### config.mk
export PLATFORM = sky130hd
export DESIGN_NAME = tfd_fill
export DESIGN_NICKNAME = d
export VERILOG_FILES = /design/src/rtl/tfd_pkg.sv /design/src/rtl/tfd_fill.sv
export SDC_FILE = /design/constraint.sdc
export NUM_CORES = 1
export LEC_CHECK = 0
export ABC_AREA = 1
export CORE_UTILIZATION = 55
export DETAILED_ROUTE_END_ITERATION = 12
export DONT_BUFFER_PORTS = 1
export PLACE_DENSITY = 0.7
export REMOVE_ABC_BUFFERS = 1
export SLEW_MARGIN = 40
export SYNTH_ARGS = -nofsm -noshare
export SYNTH_HDL_FRONTEND = slang
export SYNTH_SLANG_ARGS = --single-unit
### constraint.sdc
create_clock -name aclk -period 2.31 [get_ports aclk]
set_input_delay 0.231 -clock aclk [delete_from_list [all_inputs] [get_ports aclk]]
set_output_delay 0.231 -clock aclk [all_outputs]
set_load 0.1 [all_outputs]
### src/rtl/tfd_pkg.sv
// Shared constants and types for the tilemap frame delta decoder.
`default_nettype none
package tfd_pkg;

    localparam int TILE_COUNT = 1024;
    localparam int ADDR_W     = $clog2(TILE_COUNT);
    localparam int POS_W      = 12;
    localparam int IDX_EXT_W  = 12;
    localparam logic [POS_W-1:0] POS_MAX = 12'hFFF;

    localparam logic [1:0] ST_PROGRESS    = 2'd0;
    localparam logic [1:0] ST_COMPLETE    = 2'd1;
    localparam logic [1:0] ST_UNSUPPORTED = 2'd2;
    localparam logic [1:0] ST_DROPPED     = 2'd3;

    localparam logic [3:0] MODE_PLAIN       = 4'd0;
    localparam logic [3:0] MODE_PLAIN_PIXEL = 4'd3;
    localparam logic [3:0] MODE_DERIVE      = 4'd4;

    typedef struct packed {
        logic              en;
        logic [ADDR_W-1:0] addr;
        logic [7:0]        data;
    } wr_req_t;

    typedef struct packed {
        logic       start;
        logic [7:0] value;
    } fill_req_t;

endpackage
`default_nettype wire

### src/rtl/tfd_fill.sv
// Sweep engine that writes one value into every tile, after reset and on fill headers.
`default_nettype none
module tfd_fill (
    input  wire logic                aclk,
    input  wire logic                aresetn,
    input  wire tfd_pkg::fill_req_t  fill_req,
    output logic                     busy,
    output tfd_pkg::wr_req_t         wr
);
    import tfd_pkg::*;

    localparam logic [ADDR_W-1:0] LAST_ADDR = ADDR_W'(TILE_COUNT - 1);

    logic              busy_reg,  busy_next;
    logic [ADDR_W-1:0] addr_reg,  addr_next;
    logic [7:0]        value_reg, value_next;

    always_comb begin
        busy_next  = busy_reg;
        addr_next  = addr_reg;
        value_next = value_reg;
        if (busy_reg) begin
            addr_next = addr_reg + 1'b1;
            if (addr_reg == LAST_ADDR) begin
                busy_next = 1'b0;
            end
        end else if (fill_req.start) begin
            busy_next  = 1'b1;
            addr_next  = '0;
            value_next = fill_req.value;
        end
    end

    // Reset starts a clearing pass that writes zero into the whole store.
    always_ff @(posedge aclk) begin
        if (!aresetn) begin
            busy_reg  <= 1'b1;
            addr_reg  <= '0;
            value_reg <= '0;
        end else begin
            busy_reg  <= busy_next;
            addr_reg  <= addr_next;
            value_reg <= value_next;
        end
    end

    assign busy    = busy_reg;
    assign wr.en   = busy_reg;
    assign wr.addr = addr_reg;
    assign wr.data = value_reg;
endmodule
`default_nettype wire

== Yosys cells after proc, flatten, opt, wreduce, memory -nomap -nowiden ==
Cells that the tools add are included.
Storage, ports and cells
  output and inout bits: 20
  bits of input ports: 11
  logic and storage cells: 13
  register bits: 19
Cells by class
  reductions and logical operators: 2
  add/sub/neg operators: 1
  multiplexer cells: 5
  equality and inequality tests: 1
  bitwise gates (word level): 1
Operators by type and width (number)
  10-bit two-way mux: 2
  10-bit by 1-bit adder with 10-bit output (second input constant): 1
  10-bit == test (second input constant): 1
  1-bit two-way mux: 3
  2-bit AND reduction: 1
  2-bit nonzero test: 1
  1-bit inverter: 1

== Depth between registers and ports, before layout ==
  depth in word-level cells: 3
  mapped depth: 7

== Worst setup path after synthesis ==
No wires, ideal clock.
  kind: register to register
  start point: reg addr_reg[0]
  end point: reg addr_reg[8]
  library setup time: 114 ps
  slack: 414 ps
  arrival: 1783 ps
  stages on the path, launching flop included: 7
  path buffers: 0
  cells stage by stage: dfxtp_1 -> ha_1 -> nand2_1 -> nor2_1 -> nand2_1 -> o21ai_1 -> nor2_1
On the way
  cells in the longest elaborated chain, start to end: 2
Ends and longest elaborated chain
  start, declared: line tfd_fill.sv:15  | logic [ADDR_W-1:0] addr_reg, addr_next;
  start signal, assigned: line tfd_fill.sv:42  | addr_reg <= addr_next;
  10-bit by 1-bit adder with 10-bit output: line tfd_fill.sv:23  | addr_next = addr_reg + 1'b1;
  10-bit two-way mux: line tfd_fill.sv:22  | if (busy_reg) begin
No other way between the ends.
A chain may end at the register's enable or synchronous reset.

== Final worst setup path ==
  start point: reg busy_reg (netlist: busy)
  end point: out busy
RTL lines
  start, declared: line tfd_fill.sv:14  | logic busy_reg, busy_next;
  start signal, assigned: line tfd_fill.sv:41  | busy_reg <= busy_next;
  end, declared: line tfd_fill.sv:7  | output logic busy,
No word-level cell between the ends.

==> reports/qor.yml <==
cts_resized: 0
rows: 14
antenna_found_initial: 0
holdBufCountCts: 1
critPathCaptureType: "primary output"
setup_viol: 0
nNetsFinal: 157
grt.total_usage: 0.215
synth_top_area_frac: 0.434
syn_area_sq_um: 876
grt_pass1_wl_um: 2940
detail-route-antenna-nets: 0
clockBufferDepth: 2
min_from: "aresetn"
io_pins: 31
worst_slew_pin_slew_ns: 0.543
drv_slew: 0
cts_buffers: 3
skew_ns: 0.00113
synthMostInstantiatedCell: "nor2_1"
whs_path_depth: 2
synth_common_cells: "nor2_1 (31), nand2_1 (24), dfxtp_1 (19)"
r2r_setup_slack_ns: 1.06
clk_latency_ns: 0.29
crit_path_max_fanout: 10
holdWs_ns: 0.0350
drive_above_1_share: 0.201
fillers: 145
cap_violations: 0
syn2layout_area_growth_pct: 19.3
synth_seq_cells: 19
clock_sinks: 19
cts.reportedPaths.clkPinSlew_ns: 0.11
relSlewSlack: 0.641
power_leakage_nw: 0.485
drt-total-wl_um: 1680
max_freq_mhz: 647
path_buf_inv: 1
cp_slowest_stage_delay_ns: 0.53
core_area_sq_um: 1490
power.density_nw_per_um2: 539
route.detailed.drc: 0
ys.flop_type: "dfxtp_1"
rsz0062_at_grt: "no"
gr-total-overflow: 0
crit_path_start_kind: "flip-flop"
ys_seq_area_frac: 0.434
cp.arrival_ns: 1.31
fin_crit_sh: 0.669
r2r_cells: 6
largest_reg_flops: 10
yosys_warnings: 0
dr.pass1.iters: 4
whs_endpoint: "addr_reg[5]"
fin_crit_ns: 1.54
yosysTopAreaCell: "dfxtp_1"
crit_family: "buffers and inverters"
numPortBuffers: 0
post_drt_wl_per_cell_um: 10.5
tns_ns: 0
status: "finished clean"
post_drt_via_cell_ratio: 5.01
place.gp.congestion: 0.799
critPathKind: "flip-flop to primary output"
vias: 802
synth_cell_types: 19
yosys-top-cells-area: "dfxtp_1 (43%), nor2_1 (13%), nand2_1 (10%)"
dieArea_sq_um: 1760
cp.required_ns: 2.08
drtIter0Drc: 14
synth_edf_count: 0
syn_avg_cell_area_sq_um: 7.06
place_ws_ns: 1.08
async_reset_ff_frac: 0
initial_core_util: 0.588
grt_max_degree: 18
cp_slowest_cell: "buf_4"
fin_ws_ns: 0.766
dp_hpwl_um: 1200
timing.rr.start: "addr_reg[6]"
r2r-end: "addr_reg[8]"
hold_viol: 0
antenna-diode-count: 0
cts_tree: "built"
ir_drop_uv: 494
die_w_um: 41.9
min_path_type: "primary input to flip-flop"
die_h_um: 41.9
cts-root-buf: "clkbuf_4"
grt_pass1_vias: 762
post_cts_buffers: 0
path_cells: "buf_4"
cts_max_level: 1
netlist_instances: 124
power_mw: 0.563
## cell usage in the layout (no fill, tap or decap)
cell type       n
a21boi_0        2
a21oi_1         6
buf_4          19
clkbuf_4        3
clkinvlp_4      1
dfxtp_1        18
dfxtp_2         1
dlygate4sd3_1   1
ha_1            1
inv_1           9
inv_2           1
inv_4           1
nand2_1        24
nand2_4         2
nand3_1        10
nand4_1         1
nor2_1         31
nor2_4          1
nor3b_1         1
o21ai_0         2
o21ai_1         9
## how the worst max path moves through the flow
| stage | start | to | slack, ns | cells after the start |
|---|---|---|---|---|
| floorplan | busy | addr_reg[5] | -0.10 | 5 |
| global placement | busy | busy | 1.11 | 1 |
| detailed placement | addr_reg[6] | addr_reg[8] | 1.08 | 6 |
| CTS | busy | busy | 0.76 | 1 |
| global route | busy | wr[18] | 0.73 | 1 |
| finish | busy | busy | 0.77 | 1 |
## area by class of cell
type	count	area [sq um]	area share
Tap cell	16	20.0	0.0192
Multi-Input combinational cell	90	417	0.399
Inverter	11	43.8	0.0419
Timing Repair Buffer	20	153	0.146
Clock inverter	1	7.51	0.00719
Clock buffer	3	22.5	0.0216
Sequential cell	19	382	0.365
## routing by layer
| layer | vias up | global-route usage | part of all wire |
|---|---|---|---|
| li1 | 434 | - | - |
| met1 | 339 | 0.251 | 0.46 |
| met2 | 27 | 0.363 | 0.44 |
| met3 | 2 | 0.0478 | 0.087 |
| met4 | 0 | 0.116 | 0.011 |
| met5 | - | 0 | 0 |
## where the power goes
part | leakage, nW | switching, mW | internal [mW]
Combinational | 0.318 | 0.0408 | 0.0140
Clock | 0.0139 | 0.106 | 0.0659
Sequential | 0.153 | 0.00469 | 0.332
## cell families after synthesis
group,count (synthesis),share of synthesized area
fa+ha+maj,1,0.0143
compound gates,19,0.114
simple gates,70,0.347
flops,19,0.434
buf+inv,15,0.0900
## metrics by stage
stage           util  instance area (sq um)  cells
2_1_floorplan      -                    841    120
3_3_place_gp   0.675                   1000    155
3_5_place_dp   0.675                   1000    155
4_1_cts        0.702                   1040    160
5_1_grt        0.702                   1040    160
6_report       0.702                   1040    160
(Power assumes the default switching activity.)
