<file path="src/rtl/tfd_pkg.sv">
// Shared constants and types for the tilemap frame delta decoder.
`default_nettype none
package tfd_pkg;

    localparam int TILE_COUNT = 1024;
    localparam int ADDR_W     = $clog2(TILE_COUNT);
    localparam int POS_W      = 12;
    localparam int IDX_EXT_W  = 12;
    localparam logic [POS_W-1:0] POS_MAX = 12'hFFF;

    localparam logic [1:0] ST_PROGRESS    = 2'd0;
    localparam logic [1:0] ST_COMPLETE    = 2'd1;
    localparam logic [1:0] ST_UNSUPPORTED = 2'd2;
    localparam logic [1:0] ST_DROPPED     = 2'd3;

    localparam logic [3:0] MODE_PLAIN       = 4'd0;
    localparam logic [3:0] MODE_PLAIN_PIXEL = 4'd3;
    localparam logic [3:0] MODE_DERIVE      = 4'd4;

    typedef struct packed {
        logic              en;
        logic [ADDR_W-1:0] addr;
        logic [7:0]        data;
    } wr_req_t;

    typedef struct packed {
        logic       start;
        logic [7:0] value;
    } fill_req_t;

endpackage
`default_nettype wire

</file>
<file path="src/rtl/tfd_parser.sv">
// Stream parser: header, count and patch word decoding with the frame state registers.
`default_nettype none
module tfd_parser (
    input  wire logic               aclk,
    input  wire logic               aresetn,
    input  wire logic               feed,
    input  wire logic [7:0]         stream_byte,
    output logic      [1:0]         status,
    output tfd_pkg::wr_req_t        wr,
    output tfd_pkg::fill_req_t      fill_req
);
    import tfd_pkg::*;

    localparam logic [2:0] PH_HEADER = 3'd0;
    localparam logic [2:0] PH_COUNT  = 3'd1;
    localparam logic [2:0] PH_HI     = 3'd2;
    localparam logic [2:0] PH_LO     = 3'd3;

    logic [2:0]       phase_reg,   phase_next;
    logic             mode_reg,    mode_next;
    logic [POS_W-1:0] left_reg,    left_next;
    logic [POS_W-1:0] wpos_reg,    wpos_next;
    logic [7:0]       high_reg,    high_next;

    logic [15:0]      word;
    logic [10:0]      skip;
    logic [7:0]       patch_val;
    logic [POS_W:0]   pos_sum;
    logic [POS_W-1:0] pos_sat;
    logic [POS_W-1:0] count;
    logic [POS_W-1:0] left_dec;
    logic             in_store;

    always_comb begin
        word      = {high_reg, stream_byte};
        skip      = word[15:5];
        patch_val = word[4] ? 8'h80 : {4'h0, word[3:0]};
        pos_sum   = {1'b0, wpos_reg} + {2'b00, skip};
        pos_sat   = (pos_sum > {1'b0, POS_MAX}) ? POS_MAX : pos_sum[POS_W-1:0];
        in_store  = pos_sat < POS_W'(TILE_COUNT);
        count     = mode_reg ? {left_reg[3:0], stream_byte} : {4'h0, stream_byte};
        left_dec  = left_reg - 1'b1;

        phase_next = phase_reg;
        mode_next  = mode_reg;
        left_next  = left_reg;
        wpos_next  = wpos_reg;
        high_next  = high_reg;
        status     = ST_PROGRESS;
        wr         = '0;
        fill_req   = '0;

        case (phase_reg)
            PH_COUNT: begin
                left_next = count;
                wpos_next = '0;
                if (count == '0) begin
                    phase_next = PH_HEADER;
                    status     = ST_COMPLETE;
                end else begin
                    phase_next = PH_HI;
                end
            end
            PH_HI: begin
                high_next  = stream_byte;
                phase_next = PH_LO;
            end
            PH_LO: begin
                wr.en   = feed && in_store;
                wr.addr = pos_sat[ADDR_W-1:0];
                wr.data = patch_val;
                if (!in_store) begin
                    status = ST_DROPPED;
                end
                wpos_next = (pos_sat < POS_MAX) ? pos_sat + 1'b1 : pos_sat;
                left_next = left_dec;
                if (left_dec == '0) begin
                    phase_next = PH_HEADER;
                    if (in_store) begin
                        status = ST_COMPLETE;
                    end
                end else begin
                    phase_next = PH_HI;
                end
            end
            default: begin
                // Unused phase codes behave as waiting for a header.
                phase_next     = PH_HEADER;
                wpos_next      = '0;
                fill_req.value = {4'h0, stream_byte[3:0]};
                if (stream_byte[7:4] == MODE_PLAIN) begin
                    fill_req.start = feed;
                    status         = ST_COMPLETE;
                end else if (stream_byte[7:4] == MODE_PLAIN_PIXEL) begin
                    fill_req.start = feed;
                    mode_next      = 1'b0;
                    left_next      = '0;
                    phase_next     = PH_COUNT;
                end else if (stream_byte[7:4] == MODE_DERIVE) begin
                    mode_next  = 1'b1;
                    left_next  = {8'h00, stream_byte[3:0]};
                    phase_next = PH_COUNT;
                end else begin
                    status = ST_UNSUPPORTED;
                end
            end
        endcase
    end

    always_ff @(posedge aclk) begin
        if (!aresetn) begin
            phase_reg <= PH_HEADER;
            mode_reg  <= 1'b0;
            left_reg  <= '0;
            wpos_reg  <= '0;
            high_reg  <= '0;
        end else if (feed) begin
            phase_reg <= phase_next;
            mode_reg  <= mode_next;
            left_reg  <= left_next;
            wpos_reg  <= wpos_next;
            high_reg  <= high_next;
        end
    end
endmodule
`default_nettype wire

</file>
<file path="config.mk">
export PLATFORM = sky130hd
export DESIGN_NAME = tfd_parser
export DESIGN_NICKNAME = d
export VERILOG_FILES = /design/src/rtl/tfd_pkg.sv /design/src/rtl/tfd_parser.sv
export SDC_FILE = /design/constraint.sdc
export NUM_CORES = 1
export LEC_CHECK = 0
export ABC_AREA = 1
export BUFFER_PORTS_ARGS = -buffer_cell sky130_fd_sc_hd__buf_2
export CORE_UTILIZATION = 55
export DETAILED_ROUTE_END_ITERATION = 10
export PLACE_DENSITY_LB_ADDON = 0.3
export SLEW_MARGIN = 10
export SYNTH_ARGS = -nofsm -noshare
export SYNTH_HDL_FRONTEND = slang
export SYNTH_SLANG_ARGS = --single-unit
</file>
<file path="constraint.sdc">
create_clock -name aclk -period 4.3 [get_ports aclk]
set_clock_uncertainty 0.15 [all_clocks]
set_input_delay 0.215 -clock aclk [delete_from_list [all_inputs] [get_ports aclk]]
set_output_delay 0.215 -clock aclk [all_outputs]
set_load 0.02 [all_outputs]
</file>
-- Word level (Yosys, flattened, before mapping)
Index checks and enable logic that the tools add are counted.
- shift-type cells: 0
- divide/modulo/power cells: 0
- bitwise gates (word level): 3
- mux-type cells: 29
- order comparisons: 3
- reductions and logical operators: 11
- add/subtract/negate cells: 3
- equal/unequal tests: 6
- multiply operators: 0
- operators by type and width (cell ; number):
    2-to-1 mux 12 bit ; 6
    one-hot mux 12 bit (3 select lines) ; 1
    logical NOT 12 bit ; 2
    one-hot mux 12 bit (2 select lines) ; 1
    2-to-1 mux 19 bit ; 1
    2-to-1 mux 2 bit ; 8
    adder 12 x 11 -> 13 bit ; 1
    greater-than comparator 13 x 12 -> 1 bit, second input constant ; 1
    adder 12 x 1 -> 12 bit, second input constant ; 1
    less-than comparator 12 x 11 -> 1 bit, second input constant ; 1
    less-than comparator 12 bit, second input constant ; 1
    subtractor 12 x 1 -> 12 bit, second input constant ; 1
    2-to-1 mux 9 bit ; 1
    one-hot mux 3 bit (3 select lines) ; 1
    2-to-1 mux 1 bit ; 8
    2-to-1 mux 8 bit ; 1
    AND reduction 4 bit ; 2
    == test 3 x 2 -> 1 bit, second input constant ; 2
    one-hot mux 2 bit (3 select lines) ; 1
    == test 4 x 2 -> 1 bit, second input constant ; 1
    == test 4 x 3 -> 1 bit, second input constant ; 1
    logical NOT 4 bit ; 1
    AND reduction 2 bit ; 2
    nonzero test 4 bit ; 1
    6 further kinds ; 8
- word-level logic and storage cells: 60
- input port bits: 11
- memories kept: 0
- latch bits: 0
- output and inout port bits: 30
- register bits after elaboration: 36
- RAM bits: 0
- ROM bits: 0

-- Longest topological paths before layout
- depth after elaboration: 8
- depth in mapped cells: 20

-- Least setup slack after synthesis
Ideal clock, no wire load.
- path kind: reg2reg
- start point: register wpos_reg[0]
- end point: register wpos_reg[0]
- stages on the path, launching flop included: 20
- setup time: 0.070 ns
- path slack: 1.540 ns
- arrival: 2.539 ns
- data required time: 4.080 ns
- path buffers: 2
- cells stage by stage: dfxtp_1 ha_1 inv_1 fa_1 inv_1 nand2_1 nand2_1 nand2_2 nor2_2 nor2_2 buf_6 nand2_1 ha_1 nand2_1 nor3_4 nand2_2 buf_6 nand2_1 nand3_1 a21oi_1
- word-level cells in the longest chain between the ends: 6
- elaborated cells between the ends (all ways): 7
- classes of those cells: 2 x add/sub; 2 x order compare; 3 x mux
- ends and longest elaborated chain (what ; line ; source):
    start: declaration ; tfd_parser.sv:22 ; logic [POS_W-1:0] wpos_reg, wpos_next;
    start signal: assignment ; tfd_parser.sv:121 ; wpos_reg <= wpos_next;
    adder 12 x 11 -> 13 bit * ; tfd_parser.sv:38 ; pos_sum = {1'b0, wpos_reg} + {2'b00, skip};
    greater-than comparator 13 x 12 -> 1 bit ; tfd_parser.sv:39 ; pos_sat = (pos_sum > {1'b0, POS_MAX}) ? POS_MAX : pos_sum[POS_W-1:0];
    2-to-1 mux 12 bit * ; tfd_parser.sv:39 ;
    adder 12 x 1 -> 12 bit or less-than comparator 12 bit (tied branches) ; tfd_parser.sv:75 ; wpos_next = (pos_sat < POS_MAX) ? pos_sat + 1'b1 : pos_sat;
    2-to-1 mux 12 bit * ; tfd_parser.sv:75 ;
    one-hot mux 12 bit (2 select lines) * ; tfd_parser.sv:53 ; case (phase_reg)
Mark *: on every way between the ends. The rest lies on a longest branch, timed or not.
A chain may end at the register's enable or synchronous reset.

==> flow_summary.yaml <==
clock_tree:
  post-cts-setup-buffer-count: 0
  cts_made_buffers: 5
  cts-htree-levels: 2
  post_cts_resized: 0
  cts_root_buf: "clkbuf_8"
  clk_latency_ps: 290
  postCtsHoldBufs: 0
  cts_sinks: 35
  cts_tree: "built"
  clock_path_buffers: 2
  clkTransAtPathRegs_ps: 80
die:
  start_util: 0.581
  die_w_um: 75.9
  core-area_um2: 5170
  dieArea_um2: 5760
  rows: 26
  ioPinCount: 41
  die_h_um: 75.9
job:
  cap_violations: 0
logic_synthesis:
  synth_warnings: 0
  synth_seq_cells: 35
  synth_area_leaders: "dfxtp_1 (23%), nand2_1 (18%), inv_1 (8.8%), nor2_1 (7.1%), a21oi_1 (6.5%)"
  synth_cell_types: 38
  syn_inst: 504
  synth_edf_count: 0
  syn_area_um2: 3000
  netlist.area_leader.share: 0.233
  syn-mean-instance-area_um2: 5.96
  yosysTopAreaCell: "dfxtp_1"
  yosysMostFrequentCell: "nand2_1"
  async_flop_share: 0
  synth_commonest_cells: "nand2_1 (146), inv_1 (70), nor2_1 (57)"
  synth_ff_type: "dfxtp_1"
  ys_seq_area_frac: 0.233
sta:
  rsz0062_at_grt: "no"
  relSlewSlack: 0.374
  min_period_ps: 3150
  tightest_slew_ps: 937
  setup-violations-final: 0
  finalSetupTns_ps: 0
  period_share: 0.733
  drv_slew: 0
  hold_violations: 0
  max_freq_ghz: 0.317
  holdWs_ps: 62.6
setup_path:
  path_buf_inv: 4
  arrival_ps: 2790
  ff2ff_path_depth: 17
  rrSetupSlack_ps: 1230
  r2r-end: "wpos_reg[11]"
  worstPathMaxFanout: 15
  critical-path-max-stage-delay_ps: 480
  r2r-start: "wpos_reg[0]"
  worstPathCellList: "ha_1, inv_1, fa_1, inv_1, nand2_1, nand2_1, nand2_2, nor2_2, nor2_2, nand3_1, inv_1, nand2_1, nor3_1, buf_2"
  crit_path_top_delay_cell: "nor2_2"
  cp_top_family: "simple AND/OR/NAND/NOR gates"
  cp.depth: 14
  required_ps: 3930
  start_kind: "flop"
  end_kind: "primary output"
  setup.worst_path.class: "flop to primary output"
worst_hold_path:
  hold_class: "input port to flop"
  holdPathStages: 3
  min_to: "high_reg[0]"
  hp-start: "stream_byte[0]"
cells_and_area:
  syn_to_final_growth_pct: 8.17
  n_antenna_cell: 0
  stdcell_area_um2: 3250
  nets: 556
  drive_gt1_frac: 0.109
drt:
  first_pass_iters: 7
  antenna_left: 0
  remaining_drc_errors: 0
  wire_per_inst_um: 13.5
  num_vias: 3242
  dr.first_iter.drc_count: 281
  avgViaCountPerCell: 5.40
  routed_wl_um: 8130
grt:
  grt_usage: 0.291
  grt_max_degree: 28
  grt_pass1_vias: 2732
  overflow: 0
  antenna_found_initial: 0
  grt_pass1_wl_um: 12500
power:
  ir_drop_mv: 0.171
  power_density_nw_per_um2: 242
  p_leak_nw: 1.66
place:
  dp_hpwl_um: 6310
  placed_cell_area_um2: 3160
  numPortBuffers: 33
  gp_congestion: 0.938
run_status:
  status: "completed"
layout make-up:
| cell class | instances | area (um^2) |
|---|---|---|
| clock inverter | 1 | 5.00 |
| sequential | 35 | 701 |
| clock buffer | 6 | 82.6 |
| fill | 505 | 1920 |
| inverter | 71 | 267 |
| multi-input combinational | 384 | 1940 |
| tap | 70 | 87.6 |
| timing repair buffer | 33 | 165 |
cell families (layout without fill, tap and decap cells):
group | after synthesis | count (layout) | share of synthesized area
AND/OR/NAND/NOR | 274 | 274 | 0.394
buffers and inverters | 91 | 111 | 0.128
AO/OA/AOI/OAI | 73 | 73 | 0.135
flip-flops | 35 | 35 | 0.233
adder cells (fa/ha/maj) | 15 | 15 | 0.0650
XOR/XNOR | 15 | 15 | 0.0437
other | 1 | 7 | 0.00125
where the power goes:
group | switching (W) | internal, W | leakage, nW
combinational | 0.000123 | 0.0000612 | 1.33
clock | 0.000125 | 0.000126 | 0.0470
sequential | 0.0000133 | 0.000336 | 0.284
worst max path at each step:
stage,startpoint,end,slack [ps]
after floorplan,wpos_reg[0],wpos_reg[0],1540
after global placement,stream_byte[5],wpos_reg[11],1300
after detailed placement,stream_byte[5],wpos_reg[11],1190
after CTS,wpos_reg[0],wr[18],1170
after global routing,wpos_reg[0],wr[18],850
final,wpos_reg[0],wr[18],1150
layer usage:
layer / share of wire / up-vias / track usage
met5: 0 / - / 0
met4: 0.0042 / 0 / 0.0617
met3: 0.065 / 2 / 0.0516
met2: 0.46 / 109 / 0.489
met1: 0.47 / 1484 / 0.391
li1: - / 1647 / -
stage by stage:
stage,util,power (W),instances,worst slack (ps)
2_1_floorplan,-,0.000497,510,1540
3_3_place_gp,0.611,0.000533,593,1300
3_5_place_dp,0.611,0.000536,593,1190
4_1_cts,0.628,0.000786,600,1170
5_1_grt,0.628,0.000824,600,854
6_report,0.628,0.000785,600,1150
cells in the final DEF, fill, tap and decap left out, types with 3 or more instances in the layout:
| cell | instances |
|---|---|
| nand3_1 | 36 |
| o22ai_1 | 7 |
| nand4_1 | 5 |
| ha_1 | 14 |
| dfxtp_1 | 35 |
| buf_2 | 33 |
| nand3b_1 | 5 |
| nor2_1 | 57 |
| nor2_2 | 4 |
| a31oi_1 | 3 |
| nand2_2 | 8 |
| o21ai_0 | 15 |
| nand2_1 | 146 |
| xor2_1 | 11 |
| conb_1 | 7 |
| inv_1 | 70 |
| nor3_1 | 9 |
| xnor2_1 | 4 |
| a21oi_1 | 39 |
| clkbuf_8 | 6 |
worst register-to-register path: stages (launching register included):
cell and delay [ps]:
dfxtp_1 320, ha_1 200, inv_1 70, fa_1 190
inv_1 60, nand2_1 50, nand2_1 70, nand2_2 100
nor2_2 50, nor2_2 480, nand2_1 200, ha_1 260
nand2_1 170, nor3_4 80, nand2_2 210, nand3_1 110
nand2_1 70, a21oi_1 70
(Power assumes the default switching activity.)
